===== src/hw/rtl/ctc_pkg.sv =====
// Shared types and constants for the color threshold centroid block.
package ctc_pkg;

  // Pixel and result field widths.
  localparam int PIX_W      = 8;
  localparam int IN_DATA_W  = 24;
  localparam int OUT_W      = 11;
  localparam int OUT_DATA_W = 24;

  // Configuration port.
  localparam int CFG_IDX_W  = 3;
  localparam int CFG_DATA_W = 12;
  localparam int IMG_W_W    = 12;

  // Register indexes.
  localparam logic [CFG_IDX_W-1:0] CFG_TARGET_C0   = 3'd0;
  localparam logic [CFG_IDX_W-1:0] CFG_TARGET_C1   = 3'd1;
  localparam logic [CFG_IDX_W-1:0] CFG_TARGET_C2   = 3'd2;
  localparam logic [CFG_IDX_W-1:0] CFG_DEVIATION   = 3'd3;
  localparam logic [CFG_IDX_W-1:0] CFG_SAMPLE_STEP = 3'd4;
  localparam logic [CFG_IDX_W-1:0] CFG_IMAGE_WIDTH = 3'd5;

  // Register reset values.
  localparam logic [PIX_W-1:0]   RST_DEVIATION   = 8'd16;
  localparam logic [PIX_W-1:0]   RST_SAMPLE_STEP = 8'd1;
  localparam logic [IMG_W_W-1:0] RST_IMAGE_WIDTH = 12'd640;

  // Commands from the controller to the datapath.
  typedef struct packed {
    logic accept;    // take the pixel word on the input
    logic div_load;  // copy accumulators into the divider and clear them
    logic div_step;  // one quotient bit of both divisions
    logic out_load;  // capture the centroid into the output register
    logic mod_load;  // start recomputing the sampling phases
    logic mod_step;  // one remainder bit of both phase divisions
    logic mod_last;  // final phase step, write the phases back
  } ctc_cmd_t;

endpackage


===== src/hw/rtl/ctc_ctrl.sv =====
// Controller state machine: pixel acceptance, frame-end division and phase recompute.
module ctc_ctrl #(
  parameter int ITER_W = 11
) (
  input  logic                           clk,
  input  logic                           rst_n,
  input  logic                           in_tvalid,
  input  logic                           in_tlast,
  output logic                           in_tready,
  output logic                           out_tvalid,
  input  logic                           out_tready,
  input  logic                           cfg_wr_en,
  input  logic [ctc_pkg::CFG_IDX_W-1:0]  cfg_index,
  output ctc_pkg::ctc_cmd_t              cmd
);

  localparam int CNT_CW = $clog2(ITER_W + 1);

  localparam logic [2:0] ST_IDLE = 3'd0;
  localparam logic [2:0] ST_LOAD = 3'd1;
  localparam logic [2:0] ST_DIV  = 3'd2;
  localparam logic [2:0] ST_DONE = 3'd3;
  localparam logic [2:0] ST_MOD  = 3'd4;

  logic [2:0]        state_r, state_nxt;
  logic [CNT_CW-1:0] cnt_r, cnt_nxt;
  logic              out_valid_r, out_valid_nxt;
  logic              step_wr;
  logic              accept;

  // A sample step write in idle starts the phase recompute and holds off pixels.
  assign step_wr   = cfg_wr_en && (cfg_index == ctc_pkg::CFG_SAMPLE_STEP);
  assign in_tready = (state_r == ST_IDLE) && !step_wr;
  assign accept    = in_tvalid && in_tready;
  assign out_tvalid = out_valid_r;

  // Next state and command decode.
  always_comb begin
    state_nxt     = state_r;
    cnt_nxt       = cnt_r;
    out_valid_nxt = out_valid_r && !out_tready;
    cmd           = '0;
    unique case (state_r)
      ST_IDLE: begin
        if (step_wr) begin
          cmd.mod_load = 1'b1;
          cnt_nxt      = CNT_CW'(ITER_W - 1);
          state_nxt    = ST_MOD;
        end else if (accept) begin
          cmd.accept = 1'b1;
          if (in_tlast) begin
            state_nxt = ST_LOAD;
          end
        end
      end
      ST_LOAD: begin
        cmd.div_load = 1'b1;
        cnt_nxt      = CNT_CW'(ITER_W - 1);
        state_nxt    = ST_DIV;
      end
      ST_DIV: begin
        cmd.div_step = 1'b1;
        if (cnt_r == '0) begin
          state_nxt = ST_DONE;
        end else begin
          cnt_nxt = cnt_r - CNT_CW'(1);
        end
      end
      ST_DONE: begin
        if (!out_valid_r || out_tready) begin
          cmd.out_load  = 1'b1;
          out_valid_nxt = 1'b1;
          state_nxt     = ST_IDLE;
        end
      end
      ST_MOD: begin
        cmd.mod_step = 1'b1;
        if (cnt_r == '0) begin
          cmd.mod_last = 1'b1;
          state_nxt    = ST_IDLE;
        end else begin
          cnt_nxt = cnt_r - CNT_CW'(1);
        end
      end
      default: begin
        state_nxt = ST_IDLE;
      end
    endcase
  end

  // Control registers.
  always_ff @(posedge clk) begin
    if (!rst_n) begin
      state_r     <= ST_IDLE;
      cnt_r       <= '0;
      out_valid_r <= 1'b0;
    end else begin
      state_r     <= state_nxt;
      cnt_r       <= cnt_nxt;
      out_valid_r <= out_valid_nxt;
    end
  end

endmodule


===== src/hw/rtl/ctc_datapath.sv =====
// Datapath: configuration registers, position tracking, accumulators and dividers.
module ctc_datapath #(
  parameter int MAX_WIDTH  = 2048,
  parameter int MAX_HEIGHT = 2048
) (
  input  logic                            clk,
  input  logic                            rst_n,
  input  ctc_pkg::ctc_cmd_t               cmd,
  input  logic [ctc_pkg::IN_DATA_W-1:0]   in_tdata,
  input  logic                            in_tlast,
  input  logic                            cfg_wr_en,
  input  logic [ctc_pkg::CFG_IDX_W-1:0]   cfg_index,
  input  logic [ctc_pkg::CFG_DATA_W-1:0]  cfg_wdata,
  output logic [ctc_pkg::OUT_DATA_W-1:0]  out_tdata
);

  localparam int PW     = ctc_pkg::PIX_W;
  localparam int OW     = ctc_pkg::OUT_W;
  localparam int COL_W  = $clog2(MAX_WIDTH);
  localparam int ROW_W  = $clog2(MAX_HEIGHT);
  localparam int ITER_W = (COL_W > ROW_W) ? COL_W : ROW_W;
  localparam int CNT_W  = $clog2(MAX_WIDTH * MAX_HEIGHT + 1);
  localparam int SUMX_W = COL_W + CNT_W;
  localparam int SUMY_W = ROW_W + CNT_W;
  localparam int EW     = $clog2(MAX_WIDTH + 1);
  localparam int CMP_W  = (EW > ctc_pkg::IMG_W_W) ? EW : ctc_pkg::IMG_W_W;
  localparam logic [CNT_W-1:0] CNT_CAP = CNT_W'(MAX_WIDTH * MAX_HEIGHT);

  // Configuration registers.
  logic [PW-1:0]                  tgt0_r, tgt1_r, tgt2_r, dev_r, step_r;
  logic [ctc_pkg::IMG_W_W-1:0]    width_r;

  // Position, sampling phases and accumulators.
  logic [COL_W-1:0]  column_r;
  logic [ROW_W-1:0]  row_r;
  logic [PW-1:0]     col_ph_r, row_ph_r;
  logic [SUMX_W-1:0] sumx_r;
  logic [SUMY_W-1:0] sumy_r;
  logic [CNT_W-1:0]  count_r;

  // Divider and phase recompute state.
  logic [ITER_W-1:0] qx_r, qy_r;
  logic [CNT_W-1:0]  rx_r, ry_r, dcnt_r;
  logic [ITER_W-1:0] mx_r, my_r;
  logic [PW-1:0]     mrx_r, mry_r;
  logic [OW-1:0]     out_x_r, out_y_r;

  // Configuration write decode.
  always_ff @(posedge clk) begin
    if (!rst_n) begin
      tgt0_r  <= '0;
      tgt1_r  <= '0;
      tgt2_r  <= '0;
      dev_r   <= ctc_pkg::RST_DEVIATION;
      step_r  <= ctc_pkg::RST_SAMPLE_STEP;
      width_r <= ctc_pkg::RST_IMAGE_WIDTH;
    end else if (cfg_wr_en) begin
      unique case (cfg_index)
        ctc_pkg::CFG_TARGET_C0:   tgt0_r  <= cfg_wdata[PW-1:0];
        ctc_pkg::CFG_TARGET_C1:   tgt1_r  <= cfg_wdata[PW-1:0];
        ctc_pkg::CFG_TARGET_C2:   tgt2_r  <= cfg_wdata[PW-1:0];
        ctc_pkg::CFG_DEVIATION:   dev_r   <= cfg_wdata[PW-1:0];
        ctc_pkg::CFG_SAMPLE_STEP: step_r  <= cfg_wdata[PW-1:0];
        ctc_pkg::CFG_IMAGE_WIDTH: width_r <= cfg_wdata;
        default: ;
      endcase
    end
  end

  // Open window test of one byte around its target.
  function automatic logic in_window(input logic [7:0] v, input logic [7:0] t,
                                     input logic [7:0] d);
    logic [8:0] lo;
    logic [8:0] hi;
    lo = (t > d) ? {1'b0, t - d} : 9'd0;
    hi = {1'b0, t} + {1'b0, d};
    return ({1'b0, v} < hi) && ({1'b0, v} > lo);
  endfunction

  logic             hit, sampled, do_add;
  logic [CMP_W-1:0] wid_ext, wid_eff, col_p1;
  logic             col_wrap, row_inc;
  logic [PW:0]      cph_p1, rph_p1;
  logic [PW-1:0]    cph_inc, rph_inc;

  assign hit = in_window(in_tdata[7:0], tgt2_r, dev_r)
            && in_window(in_tdata[15:8], tgt1_r, dev_r)
            && in_window(in_tdata[23:16], tgt0_r, dev_r);
  assign sampled = (step_r != '0) && (col_ph_r == '0) && (row_ph_r == '0);
  assign do_add  = sampled && hit && (count_r < CNT_CAP);

  // Effective width: zero acts as one, large values clamp to the maximum.
  assign wid_ext  = CMP_W'(width_r);
  assign wid_eff  = (width_r == '0) ? CMP_W'(1) :
                    ((wid_ext > CMP_W'(MAX_WIDTH)) ? CMP_W'(MAX_WIDTH) : wid_ext);
  assign col_p1   = CMP_W'(column_r) + CMP_W'(1);
  assign col_wrap = col_p1 >= wid_eff;
  assign row_inc  = row_r < ROW_W'(MAX_HEIGHT - 1);

  // Phases track column and row modulo the sample step.
  assign cph_p1  = {1'b0, col_ph_r} + (PW+1)'(1);
  assign rph_p1  = {1'b0, row_ph_r} + (PW+1)'(1);
  assign cph_inc = (cph_p1 == {1'b0, step_r}) ? '0 : cph_p1[PW-1:0];
  assign rph_inc = (rph_p1 == {1'b0, step_r}) ? '0 : rph_p1[PW-1:0];

  // Restoring division steps for the centroid.
  logic [CNT_W:0] tx, ty;
  logic           gex, gey;
  assign tx  = {rx_r, qx_r[ITER_W-1]};
  assign ty  = {ry_r, qy_r[ITER_W-1]};
  assign gex = tx >= {1'b0, dcnt_r};
  assign gey = ty >= {1'b0, dcnt_r};

  // Remainder steps for the phase recompute.
  logic [PW:0]   tmx, tmy;
  logic          gmx, gmy;
  logic [PW-1:0] mrx_nxt, mry_nxt;
  assign tmx     = {mrx_r, mx_r[ITER_W-1]};
  assign tmy     = {mry_r, my_r[ITER_W-1]};
  assign gmx     = tmx >= {1'b0, step_r};
  assign gmy     = tmy >= {1'b0, step_r};
  assign mrx_nxt = gmx ? PW'(tmx - {1'b0, step_r}) : PW'(tmx);
  assign mry_nxt = gmy ? PW'(tmy - {1'b0, step_r}) : PW'(tmy);

  // Pixel path: accumulate, advance or clear position, clear sums, write back phases.
  always_ff @(posedge clk) begin
    if (!rst_n) begin
      column_r <= '0;
      row_r    <= '0;
      col_ph_r <= '0;
      row_ph_r <= '0;
      sumx_r   <= '0;
      sumy_r   <= '0;
      count_r  <= '0;
    end else if (cmd.accept) begin
      if (do_add) begin
        sumx_r  <= sumx_r + SUMX_W'(column_r);
        sumy_r  <= sumy_r + SUMY_W'(row_r);
        count_r <= count_r + CNT_W'(1);
      end
      if (in_tlast) begin
        column_r <= '0;
        row_r    <= '0;
        col_ph_r <= '0;
        row_ph_r <= '0;
      end else if (col_wrap) begin
        column_r <= '0;
        col_ph_r <= '0;
        if (row_inc) begin
          row_r    <= row_r + ROW_W'(1);
          row_ph_r <= rph_inc;
        end
      end else begin
        column_r <= column_r + COL_W'(1);
        col_ph_r <= cph_inc;
      end
    end else if (cmd.div_load) begin
      sumx_r  <= '0;
      sumy_r  <= '0;
      count_r <= '0;
    end else if (cmd.mod_last) begin
      col_ph_r <= mrx_nxt;
      row_ph_r <= mry_nxt;
    end
  end

  // Divider: the quotient fits in ITER_W bits, so the high dividend bits
  // start out as the partial remainder.
  always_ff @(posedge clk) begin
    if (cmd.div_load) begin
      qx_r   <= sumx_r[ITER_W-1:0];
      qy_r   <= sumy_r[ITER_W-1:0];
      rx_r   <= CNT_W'(sumx_r >> ITER_W);
      ry_r   <= CNT_W'(sumy_r >> ITER_W);
      dcnt_r <= count_r;
    end else if (cmd.div_step) begin
      qx_r <= (qx_r << 1) | ITER_W'(gex);
      qy_r <= (qy_r << 1) | ITER_W'(gey);
      rx_r <= gex ? CNT_W'(tx - {1'b0, dcnt_r}) : CNT_W'(tx);
      ry_r <= gey ? CNT_W'(ty - {1'b0, dcnt_r}) : CNT_W'(ty);
    end
  end

  // Phase recompute: column and row modulo the new step, one bit a cycle.
  always_ff @(posedge clk) begin
    if (cmd.mod_load) begin
      mx_r  <= ITER_W'(column_r);
      my_r  <= ITER_W'(row_r);
      mrx_r <= '0;
      mry_r <= '0;
    end else if (cmd.mod_step) begin
      mx_r  <= mx_r << 1;
      my_r  <= my_r << 1;
      mrx_r <= mrx_nxt;
      mry_r <= mry_nxt;
    end
  end

  // Output register; an empty frame reports the origin.
  logic [ITER_W+OW-1:0] qx_ext, qy_ext;
  assign qx_ext = {{OW{1'b0}}, qx_r};
  assign qy_ext = {{OW{1'b0}}, qy_r};

  always_ff @(posedge clk) begin
    if (cmd.out_load) begin
      out_x_r <= (dcnt_r == '0) ? '0 : qx_ext[OW-1:0];
      out_y_r <= (dcnt_r == '0) ? '0 : qy_ext[OW-1:0];
    end
  end

  assign out_tdata = {(ctc_pkg::OUT_DATA_W - 2*OW)'(0), out_y_r, out_x_r};

endmodule


===== src/hw/rtl/color_threshold_centroid.sv =====
// Top level of the color threshold centroid block.
// Throughput: one pixel word per cycle within a frame, unless a sample_step write stalls input
// for its phase recompute; the frame-end word holds off input through the load, divide and
// done states, longer while an earlier result waits on out_tready. The centroid word is
// captured in the output register in the done state once the division completes.
// Synchronous reset covers control, position, sums and config, not divider or output data.
module color_threshold_centroid #(
  parameter int MAX_WIDTH  = 2048,
  parameter int MAX_HEIGHT = 2048
) (
  input  logic                            clk,
  input  logic                            rst_n,
  input  logic                            in_tvalid,
  output logic                            in_tready,
  input  logic [ctc_pkg::IN_DATA_W-1:0]   in_tdata,   // byte0, byte1, byte2
  input  logic                            in_tlast,   // frame_end
  output logic                            out_tvalid,
  input  logic                            out_tready,
  output logic [ctc_pkg::OUT_DATA_W-1:0]  out_tdata,  // centroid_x, centroid_y, zero pad
  input  logic                            cfg_wr_en,
  input  logic [ctc_pkg::CFG_IDX_W-1:0]   cfg_index,
  input  logic [ctc_pkg::CFG_DATA_W-1:0]  cfg_wdata
);

  localparam int COL_W  = $clog2(MAX_WIDTH);
  localparam int ROW_W  = $clog2(MAX_HEIGHT);
  localparam int ITER_W = (COL_W > ROW_W) ? COL_W : ROW_W;

  ctc_pkg::ctc_cmd_t cmd;

  ctc_ctrl #(
    .ITER_W(ITER_W)
  ) u_ctrl (
    .clk       (clk),
    .rst_n     (rst_n),
    .in_tvalid (in_tvalid),
    .in_tlast  (in_tlast),
    .in_tready (in_tready),
    .out_tvalid(out_tvalid),
    .out_tready(out_tready),
    .cfg_wr_en (cfg_wr_en),
    .cfg_index (cfg_index),
    .cmd       (cmd)
  );

  ctc_datapath #(
    .MAX_WIDTH (MAX_WIDTH),
    .MAX_HEIGHT(MAX_HEIGHT)
  ) u_datapath (
    .clk      (clk),
    .rst_n    (rst_n),
    .cmd      (cmd),
    .in_tdata (in_tdata),
    .in_tlast (in_tlast),
    .cfg_wr_en(cfg_wr_en),
    .cfg_index(cfg_index),
    .cfg_wdata(cfg_wdata),
    .out_tdata(out_tdata)
  );

  // The frame-end word always starts the division, so input stalls next cycle.
  a_frame_end_stalls: assert property (@(posedge clk) disable iff (!rst_n)
    (in_tvalid && in_tready && in_tlast) |=> !in_tready)
    else $error("input not stalled after frame-end word");

  // A new result only appears right after a point at which no pixel could be taken.
  a_result_after_division: assert property (@(posedge clk) disable iff (!rst_n)
    $rose(out_tvalid) |-> !$past(in_tready))
    else $error("result raised without a preceding division");

  // Commands are mutually exclusive between pixel intake and the dividers.
  a_cmd_exclusive: assert property (@(posedge clk) disable iff (!rst_n)
    $countones({cmd.accept, cmd.div_load, cmd.div_step, cmd.out_load,
                cmd.mod_load, cmd.mod_step}) <= 1)
    else $error("conflicting datapath commands");

endmodule

===== config.mk =====
export PLATFORM = sky130hd
export DESIGN_NAME = color_threshold_centroid
export DESIGN_NICKNAME = d
export VERILOG_FILES = /design/src/hw/rtl/ctc_pkg.sv /design/src/hw/rtl/ctc_ctrl.sv /design/src/hw/rtl/ctc_datapath.sv /design/src/hw/rtl/color_threshold_centroid.sv
export SDC_FILE = /design/constraint.sdc
export NUM_CORES = 1
export LEC_CHECK = 0
export BUFFER_PORTS_ARGS = -buffer_cell sky130_fd_sc_hd__buf_2
export CELL_PAD_IN_SITES_DETAIL_PLACEMENT = 2
export CELL_PAD_IN_SITES_GLOBAL_PLACEMENT = 2
export CORE_ASPECT_RATIO = 1.5
export CORE_MARGIN = 10
export CORE_UTILIZATION = 43
export CTS_CLUSTER_DIAMETER = 120
export CTS_CLUSTER_SIZE = 14
export DETAILED_ROUTE_END_ITERATION = 6
export PLACE_DENSITY = 0.89
export SLEW_MARGIN = 20
export SYNTH_ARGS = -nofsm -noshare
export SYNTH_HDL_FRONTEND = slang
export SYNTH_SLANG_ARGS = --single-unit

===== constraint.sdc =====
create_clock -name clk -period 8 [get_ports clk]
set_clock_uncertainty 0.1 [all_clocks]
set_input_delay 0.8 -clock clk [delete_from_list [all_inputs] [get_ports clk]]
set_output_delay 0.8 -clock clk [all_outputs]
set_load 0.02 [all_outputs]

==> reports/qor.txt, run 1 <==
Chain of cells forming the critical path: inv_1 -> ha_1 -> nor2b_1 -> o21ai_0 -> a21oi_1 -> o21ai_0 -> nand2b_1 -> a21o_1 -> a21oi_1 -> xnor2_1 -> nand2_1 -> ha_1 -> nand2_1 -> or3_1 -> and3_1 -> nand3b_1 -> nor4_1 -> o211a_1 -> nand2_1 -> nor4b_1 -> mux2i_1
Setup Crit Path Kind: register to register
Input/output buffers: 68
Unrepaired setup endpoints after global routing: no
Highest fanout seen on the critical path: 26
# IOs: 71
Terminus of the critical flop-to-flop path: u_datapath.sumy_r[32]
Leading cell type in the layout, fill and taps excluded: sky130_fd_sc_hd__nand2_1
Capturing element type of the critical path: register
Share of the synthesized area in the top cell type: 0.183
Number of buffers between clock root and the deepest sink: 3
Final critical-path share of the clock period: 0.800
Synth async-reset ratio: 0
Slowest-stage cell, CP: sky130_fd_sc_hd__dfxtp_1
Worst Path Arrival: 6.81 ns
Number of resized instances in the post-cts repair step: 0
Length of the first detailed-routing pass in iterations: 5
Final worst path period need: 6.40 ns
Post-synthesis sequential area ratio: 0.363
Area of the core region: 51700 um2
Leading post-synthesis cells by cell area: sky130_fd_sc_hd__dfxtp_1, sky130_fd_sc_hd__edfxtp_1, sky130_fd_sc_hd__ha_1
Sinks on the clock net: 340
Clock Latency Late Sink: 0.60 ns
Clock-pin slew on the worst setup and hold paths: 0.07 ns
DRC violation count after routing: 0
Aggregate negative setup slack: 0 ns
Clock tree from TritonCTS: built
Kind of launch point of the worst setup path: register
Seq cells post-synth: 340
Share of cells above drive strength 1: 0.0753
Main flop type after synthesis: sky130_fd_sc_hd__dfxtp_1
Number of buffers inserted by post-CTS setup repair: 0
Pin count of the biggest net entering global routing: 75
Pwr dens: 313 nW/um2
Final setup fails: 0
Worst hold path endpoint: u_datapath.wid_ext[9]
Avg Vias per Cell: 6.21
Total CTS buffers: 28
Result of the run: finished clean
DRC marker count from the first detailed-route iteration: 982
Via count of the first global-routing pass: 23500
Final estimated routing congestion in global placement: 0.859
# rows: 102
Critical path required time: 8.41 ns
HPWL Detailed: 64600 um
CP dominant cell by count: sky130_fd_sc_hd__nand2_1
Via Count: 20500
Worst-Margin Slew: 1.21 ns
Total die area: 62000 um2
Total detailed-routing wirelength: 88100 um
CP delay by family, top: simple AND/OR/NAND/NOR gates
FF-to-FF setup slack: 1.60 ns
DR WL/cell: 26.8 um
Wire length of the first global-routing pass: 138000 um
Post-synth design cell area: 22500 um2
Commonest cells after routing, fill and taps aside: sky130_fd_sc_hd__nand2_1, sky130_fd_sc_hd__a21oi_1, sky130_fd_sc_hd__dfxtp_1, sky130_fd_sc_hd__ha_1, sky130_fd_sc_hd__nor2_1
Max Slew Vio Count: 0
Count of placed standard cells including taps: 3242
Width of the die: 207 um
Total global routing track utilization: 0.281
Number of buffers added to fix hold violations after cts: 0
Worst Path Buf+Inv: 1
Worst stage delay on the critical path: 0.74 ns
Final non-filler cell total: 3293
Buffer cell driving the clock tree root: sky130_fd_sc_hd__clkbuf_16
Total leakage power: 0.00985 uW
Initial standard-cell utilization of the core: 0.435
Syn avg cell area: 8.72 um2
Cells after synthesis: 2576
Die height: 300 um
Area growth syn-to-layout: 8.30%
# H-tree levels: 1
Hold Path Depth: 3
Gr ovfl total: 0
Number of synthesized flops with an enable pin: 135
Warnings from Yosys: 0
Reported max-cap violation count: 0
Tightest Hold Check Type: primary input to register
Total count of hold-check failures in the final report: 0
Post-route antenna net violation count: 0
Cell taking the most area after synthesis: sky130_fd_sc_hd__dfxtp_1
NumNets Final: 2850
Antenna violations before repair: 1
Relative slew slack: 0.189
Maximum vdd ir drop: 0.261 mV
Beginning of the worst hold path: cfg_wdata[9]
Worst r2r path cells: 21
Highest achievable clock rate: 0.156 GHz
Netlist cell types: 82
R2r startpoint: u_datapath.dev_r[1]
-- tightest hold or removal path: stages --
cell and delay, ns:
sky130_fd_sc_hd__buf_2 0.08, sky130_fd_sc_hd__nand2_1 0.04, sky130_fd_sc_hd__nand3_1 0.07
-- cell type report --
cell class | count | area, um2
fillers | 5665 | 27400
well taps | 676 | 846
diodes | 1 | 2.50
flip-flops and latches | 340 | 8160
clock inverters | 1 | 11.3
repair buffers | 91 | 513
multi-input cells | 2001 | 13500
clock buffers | 49 | 801
inverters | 134 | 504
-- registers in the layout, indices dropped and copies added, names as in the netlist, 11 cells and up --
register and count:
u_datapath.row_r 11, u_datapath.qx_r 11, u_datapath.ry_r 23, u_datapath.mx_r 11, u_datapath.qy_r 11, u_datapath.sumx_r 34, u_datapath.out_y_r 11, u_datapath.column_r 11
u_datapath.my_r 11, u_datapath.dcnt_r 23, u_datapath.rx_r 23, u_datapath.sumy_r 34, u_datapath.count_r 23, u_datapath.wid_ext 12, u_datapath.out_x_r 11
-- through the flow --
| step | power (uW) | util | cell area (um2) | hold WS (ns) | worst slack (ns) |
|---|---|---|---|---|---|
| 3_3_place_gp | 5870 | 0.454 | 23500 | 0.347 | 2.36 |
| 3_5_place_dp | 6200 | 0.454 | 23500 | 0.357 | 1.90 |
| 5_1_grt | 8110 | 0.471 | 24300 | 0.337 | 1.25 |
| 4_1_cts | 7620 | 0.470 | 24300 | 0.317 | 1.51 |
| 2_1_floorplan | 5070 | - | 22500 | 0.326 | 3.41 |
| 6_report | 7620 | 0.471 | 24300 | 0.328 | 1.60 |
-- layer usage --
| layer | global-route usage | share of wire |
|---|---|---|
| met2 | 0.533 | 0.54 |
| met3 | 0.0257 | 0.030 |
| met1 | 0.291 | 0.36 |
| met5 | 0 | 0 |
| met4 | 0.164 | 0.062 |
-- report_power, final --
| group | leakage [uW] | switching, uW | total (uW) | internal (uW) |
|---|---|---|---|---|
| clock network | 0.000387 | 702 | 1380 | 677 |
| registers | 0.00292 | 241 | 2520 | 2280 |
| logic | 0.00654 | 2310 | 3720 | 1420 |
| total | 0.00985 | 3250 | 7620 | 4370 |
-- logic make-up after synthesis --
family / after synthesis / share of synthesized area
simple gates: 974 / 0.210
mux: 96 / 0.0444
flops: 340 / 0.363
xor+xnor: 146 / 0.0569
buf+inv: 236 / 0.0404
compound gates: 574 / 0.164
other cells: 1 / 0.000167
fa+ha+maj: 209 / 0.120
-- how the worst max path moves through the flow --
stage / start / to / slack (ns) / cells after the start
floorplan: u_datapath.dev_r[1] / u_datapath.sumx_r[13] / 3.41 / 21
global placement: u_datapath.dev_r[1] / u_datapath.sumx_r[10] / 2.36 / 22
detailed placement: u_datapath.dev_r[1] / u_datapath.count_r[11] / 1.90 / 22
CTS: u_datapath.dev_r[1] / u_datapath.sumx_r[9] / 1.51 / 22
global route: u_datapath.dev_r[1] / u_datapath.sumy_r[32] / 1.25 / 21
finish: u_datapath.dev_r[1] / u_datapath.sumy_r[32] / 1.60 / 21
-- synthesized netlist by cell type, drive strengths merged (9+ instances only) --
| library cell | number |
|---|---|
| a211oi | 10 |
| a21boi | 11 |
| a21o | 44 |
| a21oi | 213 |
| a22o | 9 |
| a311oi | 11 |
| a31o | 12 |
| a31oi | 21 |
| and2 | 17 |
| and3 | 44 |
| buf | 17 |
| clkbuf | 85 |
| dfxtp | 205 |
| edfxtp | 135 |
| fa | 12 |
| ha | 197 |
| inv | 134 |
| mux2 | 29 |
| mux2i | 67 |
| nand2 | 366 |
| nand2b | 39 |
| nand3 | 109 |
| nand3b | 11 |
| nand4 | 44 |
| nor2 | 163 |
| nor2b | 53 |
| nor3 | 33 |
| nor4 | 41 |
| o211ai | 10 |
| o21a | 30 |
| o21ai | 100 |
| o21bai | 23 |
| o31ai | 9 |
| or3 | 13 |
| xnor2 | 105 |
| xor2 | 41 |
No activity file was read; power rests on OpenSTA's default activity.
==> run 2, diff against run 1 <==
--- a/config.mk
+++ b/config.mk
@@ -10,11 +10,11 @@
 export CELL_PAD_IN_SITES_GLOBAL_PLACEMENT = 2
 export CORE_ASPECT_RATIO = 1.5
 export CORE_MARGIN = 10
-export CORE_UTILIZATION = 43
+export CORE_UTILIZATION = 40
 export CTS_CLUSTER_DIAMETER = 120
 export CTS_CLUSTER_SIZE = 14
 export DETAILED_ROUTE_END_ITERATION = 6
-export PLACE_DENSITY = 0.89
+export PLACE_DENSITY = 0.84
 export SLEW_MARGIN = 20
 export SYNTH_ARGS = -nofsm -noshare
 export SYNTH_HDL_FRONTEND = slang
==> constraint.sdc (replaced) <==
create_clock -name clk -period 6.1 [get_ports clk]
set_clock_uncertainty 0.1 [all_clocks]
set_input_delay 0.61 -clock clk [delete_from_list [all_inputs] [get_ports clk]]
set_output_delay 0.61 -clock clk [all_outputs]
set_load 0.02 [all_outputs]
==> run 2 against run 1 <==
Sequential power up 30%. Power increased by 29%. Clock power increased by 27%. Worst hold slack worse by 0.18 ns. Critical path type unchanged.
==> reports/qor.txt, run 2 (same netlist as run 1, synthesis figures left out) <==
Via Count: 20100 (-1.9%)
Slowest-stage cell, CP: sky130_fd_sc_hd__nor4b_2
Final setup slack of the worst path: 0.341 ns (-1.26 ns)
Critical path required time: 6.47 ns (-1.94 ns)
Diodes inserted: 0 (-1)
Post-route antenna net violation count: 0 (unchanged)
Buffer cell driving the clock tree root: sky130_fd_sc_hd__clkbuf_16
Result of the run: finished clean
Clock Latency Late Sink: 0.59 ns (about the same)
Width of the die: 213 um (+3.3%)
Length of the first detailed-routing pass in iterations: 5 (unchanged)
Layout fillers: 6157 (+8.7%)
Kind of launch point of the worst setup path: register
Commonest cells after routing, fill and taps aside: sky130_fd_sc_hd__nand2_1, sky130_fd_sc_hd__a21oi_1, sky130_fd_sc_hd__dfxtp_1, sky130_fd_sc_hd__ha_1, sky130_fd_sc_hd__nor2_1
Chain of cells forming the critical path: ha_1 -> fa_1 -> inv_1 -> a21oi_1 -> o21bai_1 -> a21o_1 -> a21oi_1 -> nor2_1 -> o21a_1 -> o22a_1 -> nand2_1 -> ha_1 -> nand4_1 -> nor2_1 -> a211o_1 -> a221oi_1 -> buf_4 -> nor4_2 -> o211ai_4 -> nor4b_2 -> nand4_1 -> mux2i_1
Total Power: 9820 uW (+29%)
Internal power: 5720 uW (+31%)
Highest achievable clock rate: 0.174 GHz (+11%)
Antenna violations before repair: 1 (unchanged)
DRC marker count from the first detailed-route iteration: 977 (-0.51%)
DRC violation count after routing: 0 (unchanged)
Clock tree from TritonCTS: built
Final estimated routing congestion in global placement: 0.887 (+3.2%)
NumNets Final: 2861 (+0.39%)
Final worst path period need: 5.76 ns (-0.642 ns)
Total CTS buffers: 28 (unchanged)
Count of placed standard cells including taps: 3278 (+1.1%)
Total global routing track utilization: 0.247 (-0.0338)
Pin count of the biggest net entering global routing: 70 (-6.7%)
Via count of the first global-routing pass: 22600 (-3.5%)
Sequential share of power: 0.335 (+0.005)
Initial standard-cell utilization of the core: 0.403 (-0.0313)
Total die area: 66200 um2 (+6.9%)
Number of buffers between clock root and the deepest sink: 3 (unchanged)
Portion of total power attributed to the clock network: 0.178 (-0.003)
Total detailed-routing wirelength: 82600 um (-6.2%)
Unrepaired setup endpoints after global routing: yes
Input/output buffers: 68 (unchanged)
Final non-filler cell total: 3328 (+1.1%)
Post-placement setup slack: -0.490 ns (-2.39 ns)
Clock-pin slew on the worst setup and hold paths: 0.07 ns (about the same)
Relative slew slack: 0.212 (+0.0229)
Tightest Hold Check Type: primary input to register
Max Slew Vio Count: 0 (unchanged)
Highest fanout seen on the critical path: 15 (-42%)
Worst Path Arrival: 6.13 ns (-0.68 ns)
Final setup fails: 0 (unchanged)
Avg Vias per Cell: 6.03 (-2.9%)
Share of the core filled with cells in the final layout: 0.438 (-0.0322)
Total leakage power: 0.00988 uW (+0.35%)
Gr ovfl total: 0 (unchanged)
Final critical-path share of the clock period: 0.944 (+0.144)
Worst-Margin Slew: 1.17 ns (-0.0323 ns)
CP delay by family, top: simple AND/OR/NAND/NOR gates
Proportion of power drawn by combinational gates: 0.487 (-0.002)
Leading cell type in the layout, fill and taps excluded: sky130_fd_sc_hd__nand2_1
Die height: 310 um (+3.4%)
# H-tree levels: 1 (unchanged)
# IOs: 71 (unchanged)
Wire length of the first global-routing pass: 129000 um (-6.0%)
Share of cells above drive strength 1: 0.0773 (+0.00200)
Proportion of total power due to net switching: 0.417 (-0.00947)
Number of buffers inserted by post-CTS setup repair: 0 (unchanged)
Total count of hold-check failures in the final report: 0 (unchanged)
Sinks on the clock net: 340 (unchanged)
Maximum vdd ir drop: 0.258 mV (-1.2%)
Setup Crit Path Kind: register to register
Worst Path Buf+Inv: 2 (+1)
Area of the core region: 55700 um2 (+7.8%)
DR WL/cell: 24.8 um (-7.2%)
Pwr dens: 402 nW/um2 (+28%)
Worst stage delay on the critical path: 0.77 ns (+0.03 ns)
Capturing element type of the critical path: register
# rows: 106 (+3.9%)
HPWL Detailed: 63300 um (-2.1%)
Biggest regs: u_datapath.sumx_r (34), u_datapath.sumy_r (34)
Area growth syn-to-layout: 8.72%
Net switching component of the power: 4090 uW (+26%)
Reported max-cap violation count: 0 (unchanged)
-- run 2: area by class of cell --
| type | instances | area [um2] | area share |
|---|---|---|---|
| clock buffers | 47 | 772 | 0.0316 |
| clock inverters | 2 | 27.5 | 0.00113 |
| inverters | 134 | 504 | 0.0206 |
| multi-input cells | 2002 | 13500 | 0.553 |
| flip-flops and latches | 340 | 8160 | 0.334 |
| well taps | 702 | 878 | 0.0360 |
| repair buffers | 101 | 588 | 0.0241 |
-- run 2: timing repair --
item,in CTS,in global routing
gates resized for setup,5,1
hold buffers,0,0
pin swaps,0,1
setup endpoints to repair,45,72
cloned,0,1
-- run 2: metal layers --
layer | GRT usage | routed length, um
met1 | 0.263 | 31300
met2 | 0.480 | 45400
met3 | 0.0212 | 2300
met4 | 0.111 | 3640
met5 | 0 | 12
-- run 2: power groups by stage --
stage | Clock, uW | Combinational [uW] | Sequential [uW]
after CTS | 1790 | 4810 | 3280
after global placement | 0 | 4460 | 3290
final | 1750 | 4780 | 3280
after floorplan | 0 | 3430 | 3210
after global routing | 1870 | 5320 | 3330
after detailed placement | 0 | 4750 | 3330
-- run 2: metrics by stage --
step	cell area, um2	hold WS, ns	setup TNS [ns]
finish	24400	0.149	0
global route	24400	0.157	-0.0246
detailed placement	23600	0.367	-11.58
CTS	24400	0.122	0
floorplan	22500	0.326	0
global placement	23600	0.340	-0.0874
-- run 2: path summary, 6_finish.rpt --
check | startpoint | end | slack [ns] | cells after the start
worst max-delay path | u_datapath.dev_r[0] | u_datapath.sumx_r[29] | 0.34 | 22
worst min-delay path | cfg_wdata[9] | u_datapath.wid_ext[9] | 0.15 | 3
worst max register to register | u_datapath.dev_r[0] | u_datapath.sumx_r[29] | 0.34 | 22
worst min register to register | u_datapath.mry_r[7] | u_datapath.mry_r[7] | 0.39 | 2
-- run 2: tightest hold or removal path: cells and delay by family --
| family | cells | cell delay, ns |
|---|---|---|
| buffers and inverters | 1 | 0.08 |
| AND/OR/NAND/NOR | 2 | 0.10 |
==> run 3, diff against run 2 <==
--- a/config.mk
+++ b/config.mk
@@ -9,7 +9,7 @@
 export CELL_PAD_IN_SITES_DETAIL_PLACEMENT = 2
 export CELL_PAD_IN_SITES_GLOBAL_PLACEMENT = 2
 export CORE_ASPECT_RATIO = 1.5
-export CORE_MARGIN = 10
+export CORE_MARGIN = 2
 export CORE_UTILIZATION = 40
 export CTS_CLUSTER_DIAMETER = 120
 export CTS_CLUSTER_SIZE = 14
==> constraint.sdc (replaced) <==
create_clock -name clk -period 6.3 [get_ports clk]
set_clock_uncertainty 0.1 [all_clocks]
set_input_delay 0.63 -clock clk [delete_from_list [all_inputs] [get_ports clk]]
set_output_delay 0.63 -clock clk [all_outputs]
set_load 0.02 [all_outputs]
==> run 3 against run 2 <==
First-iteration DRC count is 18% lower. Global-route usage is 2.9 points higher. Routed wire length shrank 2.5%. Final cell count fell by 0.12%. Core utilization up 0.11 points. Final area about the same. Power decreased by 2.8%. Worst setup slack better by 0.11 ns. Register-to-register slack gained 0.11 ns.
==> reports/qor.txt, run 3 (same netlist as run 1, synthesis figures left out) <==
Maximum vdd ir drop: 0.261 mV (+1.2%)
Tightest Hold Check Type: primary input to register
Critical path required time: 6.69 ns (+0.22 ns)
Clock-pin slew on the worst setup and hold paths: 0.08 ns (about the same)
Total detailed-routing wirelength: 80600 um (-2.5%)
Worst hold path endpoint: u_datapath.wid_ext[9]
Sequential share of power: 0.333 (-0.002)
Via count of the first global-routing pass: 22200 (-1.8%)
Number of resized instances in the post-cts repair step: 0 (-5)
Pin count of the biggest net entering global routing: 71 (+1.4%)
Post-route antenna net violation count: 0 (unchanged)
Avg Vias per Cell: 5.96 (-1.2%)
DRC marker count from the first detailed-route iteration: 804 (-18%)
Input/output buffers: 68 (unchanged)
Capturing element type of the critical path: register
R2r startpoint: u_datapath.dev_r[1]
Total leakage power: 0.00988 uW (about the same)
Leading cell type in the layout, fill and taps excluded: sky130_fd_sc_hd__nand2_1
Worst Path Arrival: 6.24 ns (+0.11 ns)
DR WL/cell: 24.2 um (-2.4%)
Wire length of the first global-routing pass: 126000 um (-2.8%)
Layout fillers: 6102 (-0.89%)
Highest fanout seen on the critical path: 12 (-3)
NumNets Final: 2857 (-0.14%)
Width of the die: 197 um (-7.5%)
Clock tree from TritonCTS: built
FF-to-FF setup slack: 0.45 ns (+0.11 ns)
Total die area: 58100 um2 (-12%)
Worst hold slack across all endpoints: 0.189 ns (+0.0397 ns)
Proportion of power drawn by combinational gates: 0.483 (-0.004)
Length of the first detailed-routing pass in iterations: 5 (unchanged)
Antenna violations before repair: 0 (-1)
Setup Crit Path Kind: register to register
HPWL Detailed: 61300 um (-3.1%)
Clock Latency Late Sink: 0.60 ns (about the same)
Worst-Margin Slew: 1.14 ns (-0.0288 ns)
Total Power: 9540 uW (-2.8%)
Total global routing track utilization: 0.276 (+0.0289)
# IOs: 71 (unchanged)
Final worst path period need: 5.85 ns (+0.0909 ns)
Reported max-cap violation count: 0 (unchanged)
Net switching component of the power: 3950 uW (-3.4%)
Max Slew Vio Count: 0 (unchanged)
Total count of hold-check failures in the final report: 0 (unchanged)
Portion of total power attributed to the clock network: 0.184 (+0.006)
# rows: 106 (unchanged)
Terminus of the critical flop-to-flop path: u_datapath.sumx_r[29]
Beginning of the worst hold path: cfg_wdata[9]
Die height: 294 um (-5.2%)
Final setup fails: 0 (unchanged)
Unrepaired setup endpoints after global routing: no
Buffer cell driving the clock tree root: sky130_fd_sc_hd__clkbuf_16
Internal power: 5590 uW (-2.4%)
Final estimated routing congestion in global placement: 0.867 (-2.3%)
Sinks on the clock net: 340 (unchanged)
Biggest regs: u_datapath.sumx_r (34), u_datapath.sumy_r (34)
Kind of launch point of the worst setup path: register
Relative slew slack: 0.232 (+0.0206)
Number of buffers between clock root and the deepest sink: 3 (unchanged)
Worst r2r path cells: 22 (unchanged)
Area growth syn-to-layout: 8.75% (about the same)
Diodes inserted: 0 (unchanged)
Initial standard-cell utilization of the core: 0.404 (+0.000962)
Pwr dens: 391 nW/um2 (-2.8%)
Number of buffers added to fix hold violations after cts: 0 (unchanged)
Final critical-path share of the clock period: 0.929 (-0.0155)
Area of the core region: 55600 um2 (-0.24%)
Number of buffers inserted by post-CTS setup repair: 0 (unchanged)
Highest achievable clock rate: 0.171 GHz (-1.6%)
# H-tree levels: 1 (unchanged)
Commonest cells after routing, fill and taps aside: sky130_fd_sc_hd__nand2_1, sky130_fd_sc_hd__a21oi_1, sky130_fd_sc_hd__dfxtp_1, sky130_fd_sc_hd__ha_1, sky130_fd_sc_hd__nor2_1
Proportion of total power due to net switching: 0.414 (-0.00259)
Hold Path Depth: 3 (unchanged)
Total CTS buffers: 28 (unchanged)
Via Count: 19800 (-1.3%)
Gr ovfl total: 0 (unchanged)
Share of cells above drive strength 1: 0.0778 (+0.000499)
Result of the run: finished clean
DRC violation count after routing: 0 (unchanged)
run 3: power groups by stage:
stage,clock [uW],sequential [uW],combinational [uW]
after floorplan,0,3110,3330
after global placement,0,3190,4290
after detailed placement,0,3230,4570
after CTS,1780,3180,4630
after global routing,1860,3220,5070
final,1760,3180,4600
run 3: worst max path at each step:
stage / from / endpoint / slack [ns] / cells past startpoint
after floorplan: u_datapath.dev_r[1] / u_datapath.sumx_r[13] / 1.71 / 21
after global placement: u_datapath.dev_r[0] / u_datapath.sumx_r[10] / 0.49 / 21
after detailed placement: u_datapath.dev_r[0] / u_datapath.sumy_r[23] / 0.25 / 21
after CTS: u_datapath.dev_r[1] / u_datapath.sumy_r[27] / -0.02 / 21
after global routing: u_datapath.dev_r[0] / u_datapath.sumx_r[21] / 0.19 / 22
final: u_datapath.dev_r[1] / u_datapath.sumx_r[29] / 0.45 / 22
run 3: metal layers:
| layer | vias to the layer above | GRT usage | part of all wire |
|---|---|---|---|
| li1 | 9265 | - | - |
| met3 | 193 | 0.0223 | 0.022 |
| met2 | 329 | 0.539 | 0.54 |
| met4 | 0 | 0.150 | 0.058 |
| met1 | 10000 | 0.288 | 0.38 |
| met5 | - | 0 | 0 |
run 3: area by class of cell:
cell class,count,area (um2),area share
timing repair buffer,98,566,0.0232
multi-input combinational,2001,13500,0.552
clock inverter,2,38.8,0.00159
tap,702,878,0.0360
sequential,340,8160,0.334
clock buffer,47,793,0.0325
inverter,134,504,0.0206
run 3: stage by stage:
step / cell area [um2] / setup slack [ns] / TNS (ns) / std cells / utilization
2_1_floorplan: 22500 / 1.71 / 0 / 2577 / -
3_3_place_gp: 23600 / 0.488 / 0 / 3275 / 0.424
3_5_place_dp: 23600 / 0.253 / 0 / 3275 / 0.424
4_1_cts: 24400 / -0.0204 / -0.0204 / 3324 / 0.439
5_1_grt: 24400 / 0.189 / 0 / 3324 / 0.440
6_report: 24400 / 0.450 / 0 / 3324 / 0.440
run 3: worst max-delay path, cell delays in order (launching register included):
cell and delay (ns):
sky130_fd_sc_hd__dfxtp_1 0.52, sky130_fd_sc_hd__inv_1 0.18, sky130_fd_sc_hd__ha_1 0.36, sky130_fd_sc_hd__nor2b_1 0.14
sky130_fd_sc_hd__o21ai_0 0.32, sky130_fd_sc_hd__a21oi_1 0.14, sky130_fd_sc_hd__o21ai_0 0.28, sky130_fd_sc_hd__nand2b_1 0.16
sky130_fd_sc_hd__a21o_1 0.22, sky130_fd_sc_hd__a21oi_1 0.24, sky130_fd_sc_hd__xnor2_1 0.15, sky130_fd_sc_hd__nand2_1 0.07
sky130_fd_sc_hd__ha_1 0.30, sky130_fd_sc_hd__nand2_1 0.10, sky130_fd_sc_hd__or3_1 0.11, sky130_fd_sc_hd__and3_1 0.21
sky130_fd_sc_hd__nand3b_1 0.11, sky130_fd_sc_hd__nor4_2 0.33, sky130_fd_sc_hd__o211ai_2 0.38, sky130_fd_sc_hd__buf_4 0.32
sky130_fd_sc_hd__nor4b_2 0.63, sky130_fd_sc_hd__nand4_1 0.21, sky130_fd_sc_hd__mux2i_1 0.16
